File: src/mjd2cal_pkg.sv
package mjd2cal_pkg;

  // field widths
  localparam int unsigned DAY_W     = 23;
  localparam int unsigned DAYFRAC_W = 32;
  localparam int unsigned YEAR_W    = 15;
  localparam int unsigned MONTH_W   = 4;
  localparam int unsigned MDAY_W    = 5;
  localparam int unsigned WDAY_W    = 3;
  localparam int unsigned HOUR_W    = 5;
  localparam int unsigned MINUTE_W  = 6;
  localparam int unsigned SECOND_W  = 6;

  typedef struct packed {
    logic signed [DAY_W-1:0]     day_number;
    logic        [DAYFRAC_W-1:0] day_fraction;
  } request_t;

  typedef struct packed {
    logic signed [YEAR_W-1:0]  year;
    logic        [MONTH_W-1:0] month;
    logic        [MDAY_W-1:0]  day_of_month;
    logic        [WDAY_W-1:0]  weekday;
    logic        [HOUR_W-1:0]  hour;
    logic        [MINUTE_W-1:0] minute;
    logic        [SECOND_W-1:0] second;
  } result_t;

  // first Gregorian day, 1582-10-15
  localparam int GREGORIAN_START = -100840;
  localparam int JD_JULIAN       = 2401525;
  localparam int JD_GREG         = 2401526;
  localparam int YEAR_BASE       = 4715;
  localparam int DAYS_PER_YEAR   = 365;
  localparam int MARCH           = 3;
  localparam int FIRST_JAN_CODE  = 14;
  localparam int MONTH_ADJ_LOW   = 1;
  localparam int MONTH_ADJ_HIGH  = 13;

  // Exact floor division by a constant: q = (n * ceil(2^s / D)) >> s,
  // with s = bits(n) + bits(D). Signed numerators are biased by K*D first.

  // century term: floor((4d + 2131139) / 146097), numerator biased to 26 bits
  localparam int unsigned B_NUM_W  = 26;
  localparam int unsigned B_Q_W    = 8;
  localparam int unsigned B_SHIFT  = 44;
  localparam int          B_DIV    = 146097;
  localparam int          B_OFFSET = 101;
  localparam int          B_ADD    = 2131139 + B_OFFSET * B_DIV;
  localparam logic [26:0] B_RECIP  =
    27'(((64'd1 << B_SHIFT) + 64'(B_DIV) - 64'd1) / 64'(B_DIV));

  // year term: floor((20c - 2442) / 7305), numerator biased to 28 bits
  localparam int unsigned C_W      = 24;
  localparam int unsigned A_NUM_W  = 28;
  localparam int unsigned A_Q_W    = 16;
  localparam int unsigned A_SHIFT  = 41;
  localparam int          A_DIV    = 7305;
  localparam int          A_OFFSET = 4909;
  localparam int          A_ADD    = A_OFFSET * A_DIV - 2442;
  localparam logic [28:0] A_RECIP  =
    29'(((64'd1 << A_SHIFT) + 64'(A_DIV) - 64'd1) / 64'(A_DIV));

  // month term: floor(10000 r / 306001), the 10000 folded into the constant
  localparam int unsigned R_W      = 9;
  localparam int unsigned F_W      = 4;
  localparam int unsigned F_SHIFT  = 42;
  localparam int          F_DIV    = 306001;
  localparam int          F_MUL    = 10000;
  localparam logic [37:0] F_RECIP  =
    38'(64'(F_MUL) * (((64'd1 << F_SHIFT) + 64'(F_DIV) - 64'd1) / 64'(F_DIV)));

  // weekday: (d + 3) mod 7, biased to 24 bits
  localparam int unsigned W_NUM_W  = 24;
  localparam int unsigned W_SHIFT  = 27;
  localparam int          W_DIV    = 7;
  localparam int          W_ADD    = 3 + 599186 * W_DIV;
  localparam logic [24:0] W_RECIP  =
    25'(((64'd1 << W_SHIFT) + 64'(W_DIV) - 64'd1) / 64'(W_DIV));

  // seconds of day: 86400 = 675 * 2^7
  localparam int unsigned SECS_W        = 17;
  localparam int          SEC_SCALE     = 675;
  localparam int unsigned SEC_SCALE_W   = 10;
  localparam int unsigned SEC_POW2      = 7;
  localparam int unsigned SEC_REM_W     = 12;
  localparam int          SECS_PER_HOUR = 3600;
  localparam int          SECS_PER_MIN  = 60;
  localparam int unsigned H_SHIFT       = 29;
  localparam logic [17:0] H_RECIP       =
    18'(((64'd1 << H_SHIFT) + 64'(SECS_PER_HOUR) - 64'd1) / 64'(SECS_PER_HOUR));
  localparam int unsigned M_SHIFT       = 18;
  localparam logic [12:0] M_RECIP       =
    13'(((64'd1 << M_SHIFT) + 64'(SECS_PER_MIN) - 64'd1) / 64'(SECS_PER_MIN));

  // floor(30.6001 * f): day count before month code f
  function automatic logic [R_W-1:0] month_offset(input logic [F_W-1:0] f);
    logic [R_W-1:0] v;
    unique case (f)
      4'd0:    v = 9'd0;
      4'd1:    v = 9'd30;
      4'd2:    v = 9'd61;
      4'd3:    v = 9'd91;
      4'd4:    v = 9'd122;
      4'd5:    v = 9'd153;
      4'd6:    v = 9'd183;
      4'd7:    v = 9'd214;
      4'd8:    v = 9'd244;
      4'd9:    v = 9'd275;
      4'd10:   v = 9'd306;
      4'd11:   v = 9'd336;
      4'd12:   v = 9'd367;
      4'd13:   v = 9'd397;
      4'd14:   v = 9'd428;
      4'd15:   v = 9'd459;
      default: v = 9'd0;
    endcase
    return v;
  endfunction

endpackage

File: src/mjd_to_calendar_date_core.sv
// Channel  | Ports                    | Handshake
// ---------+--------------------------+------------------------------------------
// request  | start, busy, request     | taken at a clock edge with start & !busy
// result   | done, result             | done high one cycle; always taken
//
// Six-stage pipeline: each request runs through stages 1 to 6 to the result,
// one request per clock, back to back. The depth is set by the chain of
// three reciprocal multiplies in the date path (century, year, month term).
// rst (synchronous, active high) clears the valid bits; busy is high only in
// reset. The result side cannot stall, so the pipeline never holds.
module mjd_to_calendar_date_core #(
  parameter int unsigned FRACTION_BITS = 32
) (
  input  logic                  clk,
  input  logic                  rst,
  input  logic                  start,
  output logic                  busy,
  input  mjd2cal_pkg::request_t request,
  output logic                  done,
  output mjd2cal_pkg::result_t  result
);
  import mjd2cal_pkg::*;

  localparam int unsigned LATENCY    = 6;
  // fraction bits that carry weight, and the product frac * 675
  localparam int unsigned FRAC_W     =
    (FRACTION_BITS < DAYFRAC_W) ? FRACTION_BITS : DAYFRAC_W;
  localparam int unsigned SEC_PROD_W = FRAC_W + SEC_SCALE_W;
  localparam int unsigned SEC_SHIFT  = FRACTION_BITS - SEC_POW2;

  assign busy = rst;

  // valid bits, one per stage
  logic v1, v2, v3, v4, v5;

  always_ff @(posedge clk) begin
    if (rst) begin
      v1   <= 1'b0;
      v2   <= 1'b0;
      v3   <= 1'b0;
      v4   <= 1'b0;
      v5   <= 1'b0;
      done <= 1'b0;
    end else begin
      v1   <= start && !busy;
      v2   <= v1;
      v3   <= v2;
      v4   <= v3;
      v5   <= v4;
      done <= v5;
    end
  end

  // ---------------------------------------------------------------------
  // Stage 1: century term, julian select, weekday, seconds of day
  // ---------------------------------------------------------------------
  logic signed [B_NUM_W:0]         b_num_s;
  logic [B_NUM_W-1:0]              b_num;
  logic [B_NUM_W+26:0]             b_prod;
  logic [B_Q_W-1:0]                b_quo;
  logic signed [B_Q_W+1:0]         b_wide;
  logic [W_NUM_W-1:0]              w_num;
  logic [W_NUM_W+24:0]             w_prod;
  logic [WDAY_W-1:0]               w_quo;
  logic [FRAC_W-1:0]               frac_in;
  logic [SEC_PROD_W-1:0]           sec_prod;
  logic [SEC_PROD_W-1:0]           sec_shifted;

  always_comb begin
    // floor((4d + 2131139) / 146097), biased nonnegative
    b_num_s = ((B_NUM_W+1)'(request.day_number) <<< 2) + (B_NUM_W+1)'(B_ADD);
    b_num   = b_num_s[B_NUM_W-1:0];
    b_prod  = (B_NUM_W+27)'(b_num) * (B_NUM_W+27)'(B_RECIP);
    b_quo   = b_prod[B_SHIFT +: B_Q_W];
    b_wide  = $signed({2'b00, b_quo}) - (B_Q_W+2)'(B_OFFSET);
    // n mod 7 = (n - 7q) mod 8 = n + q mod 8
    w_num   = W_NUM_W'(request.day_number) + W_NUM_W'(W_ADD);
    w_prod  = (W_NUM_W+25)'(w_num) * (W_NUM_W+25)'(W_RECIP);
    w_quo   = w_prod[W_SHIFT +: WDAY_W];
    // elapsed seconds, truncated
    frac_in     = request.day_fraction[FRAC_W-1:0];
    sec_prod    = SEC_PROD_W'(frac_in) * SEC_PROD_W'(SEC_SCALE);
    sec_shifted = sec_prod >> SEC_SHIFT;
  end

  logic signed [DAY_W-1:0] d1;
  logic signed [B_Q_W:0]   b1;
  logic                    jul1;
  logic [WDAY_W-1:0]       wday1;
  logic [SECS_W-1:0]       secs1;

  always_ff @(posedge clk) begin
    d1    <= request.day_number;
    b1    <= b_wide[B_Q_W:0];
    jul1  <= request.day_number < DAY_W'(GREGORIAN_START);
    wday1 <= w_num[WDAY_W-1:0] + w_quo;
    secs1 <= sec_shifted[SECS_W-1:0];
  end

  // ---------------------------------------------------------------------
  // Stage 2: julian day count c, hour
  // ---------------------------------------------------------------------
  logic signed [C_W-1:0] c_next;
  logic [SECS_W+17:0]    h_prod;

  always_comb begin
    if (jul1) begin
      c_next = C_W'(d1) + C_W'(JD_JULIAN);
    end else begin
      c_next = C_W'(d1) + C_W'(JD_GREG) + C_W'(b1) - C_W'(b1 >>> 2);
    end
    h_prod = (SECS_W+18)'(secs1) * (SECS_W+18)'(H_RECIP);
  end

  logic signed [C_W-1:0] c2;
  logic [WDAY_W-1:0]     wday2;
  logic [SECS_W-1:0]     secs2;
  logic [HOUR_W-1:0]     hour2;

  always_ff @(posedge clk) begin
    c2    <= c_next;
    wday2 <= wday1;
    secs2 <= secs1;
    hour2 <= h_prod[H_SHIFT +: HOUR_W];
  end

  // ---------------------------------------------------------------------
  // Stage 3: year term a, seconds left in hour
  // ---------------------------------------------------------------------
  logic signed [A_NUM_W+1:0] a_num_s;
  logic [A_NUM_W-1:0]        a_num;
  logic [A_NUM_W+28:0]       a_prod;
  logic [A_Q_W-1:0]          a_quo;
  logic signed [A_Q_W:0]     a_wide;
  logic [SECS_W-1:0]         rem_wide;

  always_comb begin
    // 20c = 16c + 4c
    a_num_s  = ((A_NUM_W+2)'(c2) <<< 4) + ((A_NUM_W+2)'(c2) <<< 2)
             + (A_NUM_W+2)'(A_ADD);
    a_num    = a_num_s[A_NUM_W-1:0];
    a_prod   = (A_NUM_W+29)'(a_num) * (A_NUM_W+29)'(A_RECIP);
    a_quo    = a_prod[A_SHIFT +: A_Q_W];
    a_wide   = $signed({1'b0, a_quo}) - (A_Q_W+1)'(A_OFFSET);
    rem_wide = secs2 - SECS_W'(hour2) * SECS_W'(SECS_PER_HOUR);
  end

  logic signed [C_W-1:0]   c3;
  logic signed [A_Q_W-1:0] a3;
  logic [WDAY_W-1:0]       wday3;
  logic [HOUR_W-1:0]       hour3;
  logic [SEC_REM_W-1:0]    rem3;

  always_ff @(posedge clk) begin
    c3    <= c2;
    a3    <= a_wide[A_Q_W-1:0];
    wday3 <= wday2;
    hour3 <= hour2;
    rem3  <= rem_wide[SEC_REM_W-1:0];
  end

  // ---------------------------------------------------------------------
  // Stage 4: day within shifted year r, minute
  // ---------------------------------------------------------------------
  logic signed [C_W:0]      e_val;
  logic signed [C_W:0]      r_wide;
  logic [SEC_REM_W+12:0]    m_prod;

  always_comb begin
    // e = floor(365.25 a)
    e_val  = (C_W+1)'(a3) * (C_W+1)'(DAYS_PER_YEAR) + (C_W+1)'(a3 >>> 2);
    r_wide = (C_W+1)'(c3) - e_val;
    m_prod = (SEC_REM_W+13)'(rem3) * (SEC_REM_W+13)'(M_RECIP);
  end

  logic signed [A_Q_W-1:0] a4;
  logic [R_W-1:0]          r4;
  logic [WDAY_W-1:0]       wday4;
  logic [HOUR_W-1:0]       hour4;
  logic [MINUTE_W-1:0]     min4;
  logic [SEC_REM_W-1:0]    rem4;

  always_ff @(posedge clk) begin
    a4    <= a3;
    r4    <= r_wide[R_W-1:0];
    wday4 <= wday3;
    hour4 <= hour3;
    min4  <= m_prod[M_SHIFT +: MINUTE_W];
    rem4  <= rem3;
  end

  // ---------------------------------------------------------------------
  // Stage 5: month code f, second
  // ---------------------------------------------------------------------
  logic [R_W+37:0]       f_prod;
  logic [SEC_REM_W-1:0]  sec_wide;

  always_comb begin
    f_prod   = (R_W+38)'(r4) * (R_W+38)'(F_RECIP);
    sec_wide = rem4 - SEC_REM_W'(min4) * SEC_REM_W'(SECS_PER_MIN);
  end

  logic signed [A_Q_W-1:0] a5;
  logic [R_W-1:0]          r5;
  logic [F_W-1:0]          f5;
  logic [WDAY_W-1:0]       wday5;
  logic [HOUR_W-1:0]       hour5;
  logic [MINUTE_W-1:0]     min5;
  logic [SECOND_W-1:0]     sec5;

  always_ff @(posedge clk) begin
    a5    <= a4;
    r5    <= r4;
    f5    <= f_prod[F_SHIFT +: F_W];
    wday5 <= wday4;
    hour5 <= hour4;
    min5  <= min4;
    sec5  <= sec_wide[SECOND_W-1:0];
  end

  // ---------------------------------------------------------------------
  // Stage 6: month, day of month, year into the output register
  // ---------------------------------------------------------------------
  logic [MONTH_W-1:0]       mon_next;
  logic                     past_feb;
  logic [R_W-1:0]           mday_wide;
  logic signed [A_Q_W:0]    year_wide;
  result_t                  result_next;

  always_comb begin
    // codes 14 and 15 are January and February of the following year
    if (f5 >= F_W'(FIRST_JAN_CODE)) begin
      mon_next = F_W'(f5 - F_W'(MONTH_ADJ_HIGH));
    end else begin
      mon_next = F_W'(f5 - F_W'(MONTH_ADJ_LOW));
    end
    past_feb  = mon_next >= MONTH_W'(MARCH);
    mday_wide = r5 - month_offset(f5);
    year_wide = (A_Q_W+1)'(a5) - (A_Q_W+1)'(YEAR_BASE) - (A_Q_W+1)'(past_feb);

    result_next.year         = year_wide[YEAR_W-1:0];
    result_next.month        = mon_next;
    result_next.day_of_month = mday_wide[MDAY_W-1:0];
    result_next.weekday      = wday5;
    result_next.hour         = hour5;
    result_next.minute       = min5;
    result_next.second       = sec5;
  end

  always_ff @(posedge clk) begin
    result <= result_next;
  end

  // ---------------------------------------------------------------------
  // Checks
  // ---------------------------------------------------------------------
  a_latency: assert property (@(posedge clk) disable iff (rst)
    (start && !busy) |-> ##LATENCY done)
    else $error("request did not come out after the pipeline depth");

  a_date_range: assert property (@(posedge clk) disable iff (rst)
    done |-> (result.month >= MONTH_W'(1) && result.month <= MONTH_W'(12) &&
              result.day_of_month >= MDAY_W'(1) && result.weekday <= WDAY_W'(6)))
    else $error("calendar field out of range");

  a_clock_range: assert property (@(posedge clk) disable iff (rst)
    done |-> (result.hour <= HOUR_W'(23) && result.minute <= MINUTE_W'(59) &&
              result.second <= SECOND_W'(59)))
    else $error("time of day field out of range");

endmodule
File: config.mk
export PLATFORM = sky130hd
export DESIGN_NAME = mjd_to_calendar_date_core
export DESIGN_NICKNAME = d
export VERILOG_FILES = /design/src/mjd2cal_pkg.sv /design/src/mjd_to_calendar_date_core.sv
export SDC_FILE = /design/constraint.sdc
export NUM_CORES = 2
export LEC_CHECK = 0
export BUFFER_PORTS_ARGS = -buffer_cell sky130_fd_sc_hd__buf_2
export CAP_MARGIN = 20
export CORE_AREA = 2 2 403 405
export CTS_CLUSTER_SIZE = 20
export DETAILED_ROUTE_END_ITERATION = 10
export DIE_AREA = 0 0 405 407
export SYNTH_ARGS = -nofsm -noshare
export SYNTH_HDL_FRONTEND = slang
export SYNTH_SLANG_ARGS = --single-unit
File: constraint.sdc
create_clock -name clk -period 24.8 [get_ports clk]
set_clock_uncertainty 0.05 [all_clocks]
set_input_delay 4.96 -clock clk [delete_from_list [all_inputs] [get_ports clk]]
set_output_delay 4.96 -clock clk [all_outputs]
set_load 0.05 [all_outputs]
==> qor.txt <==
OUTCOME
--------------------------------------------------------------------------------
Outcome ........................................................... finished, final reports clean

FLOORPLANNING
--------------------------------------------------------------------------------
I/O pin count .....................................................          104
Die Outline Area ..................................................    0.165 mm²
Number of standard-cell rows in the floorplan .....................          147
Die span in y .....................................................       407 µm
Placeable core region .............................................    0.160 mm²
Die width .........................................................       405 µm
Initial Utilization ...............................................        0.349

WORST SETUP PATH
--------------------------------------------------------------------------------
Endpoint of the lowest-slack register-to-register path ............       a3[14]
Endpoint required time on the critical path .......................     25.23 ns
Crit path arrival time ............................................     14.65 ns
Critical Path Start Type ..........................................   input port
Register-to-register setup slack ..................................     12.21 ns
Critical Path Slowest Stage Cell ..................................      nor3b_1
Largest stage delay, worst path ...................................      0.70 ns
Kind of critical path ............................................. input port to flip-flop
Worst Setup End Kind ..............................................    flip-flop
Maximum fanout encountered on the critical timing path ............            8
Launch point of the worst reg-to-reg path .........................        c2[1]
Logic depth of the worst register-to-register path ................           43

SYNTHESIS
--------------------------------------------------------------------------------
Most repeated cell in the gate-level netlist after synthesis ......        inv_1
Asr flop ratio synth ..............................................            0
Top cells by instance count after synthesis ....................... inv_1 (1779), ha_1 (1276), fa_1 (902)
Synthesized instance count ........................................         5727
EDFF count, synth .................................................            0
Synth top area cells .............................................. fa_1 (32%), ha_1 (29%), inv_1 (12%)
Flop and latch count out of synthesis .............................          284
Post-synthesis cell type count ....................................           77
Top cell type's share of synthesized area .........................        0.323
Leading area contributor after synthesis ..........................         fa_1
Predominant post-synthesis flop cell ..............................      dfxtp_1
Net count after synthesis .........................................         7963
Cell Area, Synth ..................................................   0.0559 mm²
Proportion of synthesized chip area in sequential cells ...........        0.102
Yosys Warn Count ..................................................            0
Synth Area per Inst ...............................................     9.75 µm²

DRT
--------------------------------------------------------------------------------
Mean routed wirelength per cell ...................................      16.1 µm
Post-route ant nets ...............................................            0
1st-pass router iterations ........................................            7
Violation count after the first detailed-route iteration ..........         1723
Drt total wl ......................................................    129000 µm
Number of remaining DRC errors ....................................            0
Vias ..............................................................        37000
Via-per-instance ratio ............................................         4.59

STA
--------------------------------------------------------------------------------
Final min period ..................................................     14.22 ns
Final Setup Violations ............................................            0
Pins over their slew limit ........................................            0
Unrepaired setup endpoints after global routing ...................           no
Ratio of final minimum period to clock period .....................        0.574
Fmax ..............................................................     70.3 MHz
Worst Tran Pin Value ..............................................      1.00 ns
Worst slew margin relative to its limit ...........................        0.328
Final count of hold timing violations .............................            0
Setup WS post-layout ..............................................     10.58 ns
TNS Setup .........................................................         0 ns

CLOCK NETWORK
--------------------------------------------------------------------------------
Max clock buf depth ...............................................            3
Clock net sink count ..............................................          284
Resized Gates After CTS ...........................................            0
Number of clock buffers inserted by TritonCTS .....................           40
Later-pin clock latency in the skew report ........................      0.63 ns
Buffer count from post-CTS setup fixing ...........................            0
Library cell used as clock root buffer ............................    clkbuf_16
Clock-pin slew on the worst setup and hold paths ..................      0.06 ns
H-tree Lvls .......................................................            2
CTS tree ..........................................................         done
Hold-fix buffer count after cts ...................................            0

HOLD PATH
--------------------------------------------------------------------------------
Classification of the worst-slack hold path ....................... flip-flop to flip-flop
Hold path start ...................................................       a3[12]
Hold-critical path endpoint .......................................       a4[12]
Worst hold stages .................................................            0

FINISH
--------------------------------------------------------------------------------
Total Nets Final ..................................................         8102
Fraction of final layout cells sized beyond drive strength 1 ......       0.0419
Synthesis-to-layout area growth ...................................        8.47%
Combined flip-flop and latch cell area ............................  0.00569 mm²
Fill cell count ...................................................        16000
Area used by multi-input combinational logic ......................   0.0434 mm²

GLOBAL ROUTE
--------------------------------------------------------------------------------
Global-route wire length before repair ............................    210000 µm
Vias in the first global route ....................................        40000
Number of antenna violations at the first check in global routing .            8
Total global routing overflow .....................................            0
Pin count of the biggest net entering global routing ..............           46
Overall routing resource usage ....................................        0.162

RUN
--------------------------------------------------------------------------------
Max cap viols .....................................................            0

PLACEMENT
--------------------------------------------------------------------------------
Input/output buffers ..............................................          103
Worst slack at placement ..........................................     10.09 ns
Final HPWL from detailed placement ................................    116000 µm
Final GP Congestion ...............................................        0.948

[final cells by class]
class,instances,area share
multi-input combinational,3628,0.716
tap,2160,0.0446
antenna,3,0.000124
clock buffer,48,0.0178
timing repair buffer,133,0.0122
sequential,284,0.0938
clock inverter,23,0.00541
inverter,1779,0.110
[through the flow]
stage	instance area, µm²	std cells	hold WS (ns)	util
floorplan	55900	5727	0.260	-
global placement	59200	7984	0.260	0.369
detailed placement	59200	7984	0.262	0.369
CTS	60600	8055	0.274	0.378
global route	60600	8056	0.276	0.378
finish	60600	8058	0.273	0.378
[critical path: cells and delay by family]
kind | cells | cell delay, ns
AO/OA/AOI/OAI | 12 | 2.78
XOR/XNOR | 2 | 0.91
adder cells (fa/ha/maj) | 10 | 4.23
buffers and inverters | 5 | 0.46
AND/OR/NAND/NOR | 6 | 1.30
[per-layer routing]
layer / global-route usage / up-vias / wire length, µm
met5: 0 / - / 30
met4: 0.0502 / 4 / 3980
met3: 0.0240 / 189 / 6270
met2: 0.279 / 636 / 61200
met1: 0.208 / 18100 / 57900
li1: - / 18000 / -
[how the worst max path moves through the flow]
stage,start,end,cells after the start
floorplan,request[34],b1[8],35
finish,request[33],b1[8],35
CTS,request[33],b1[8],35
global route,request[33],b1[8],35
global placement,request[33],b1[7],35
detailed placement,request[33],b1[8],35
[layout by cell type (no fill, tap or decap), types with 13 or more instances in the layout]
cell       instances
inv_1           1779
ha_1            1276
fa_1             902
dfxtp_1          284
xnor2_1          197
a21oi_1          153
nor2_1           149
nand2_1          138
a21o_1           110
o21ai_0          106
buf_2            103
xor2_1            92
nand3_1           52
nor3_1            48
clkbuf_16         40
nor2b_1           36
o21a_1            33
nand4_1           33
buf_4             30
o211ai_1          26
and3_1            24
or2_2             21
a211oi_1          20
nand2b_1          19
a31oi_1           13
o21bai_1          13
[registers in the layout (all words and copies together) (netlist names), 9 cells and up, named ones only]
name,flops
secs1,17
result,44
c2,24
d1,23
a5,15
secs2,12
a3,15
rem3,12
b1,9
c3,9
r4,9
a4,15
[cell families after synthesis]
group	synth area share
fa+ha+maj	0.609
buf+inv	0.122
compound gates	0.0695
simple gates	0.0491
xor+xnor	0.0467
flops	0.102
mux	0.00166
Power is not shown: default switching activity piles up to over one toggle a cycle in this logic, so the estimate is an artifact.
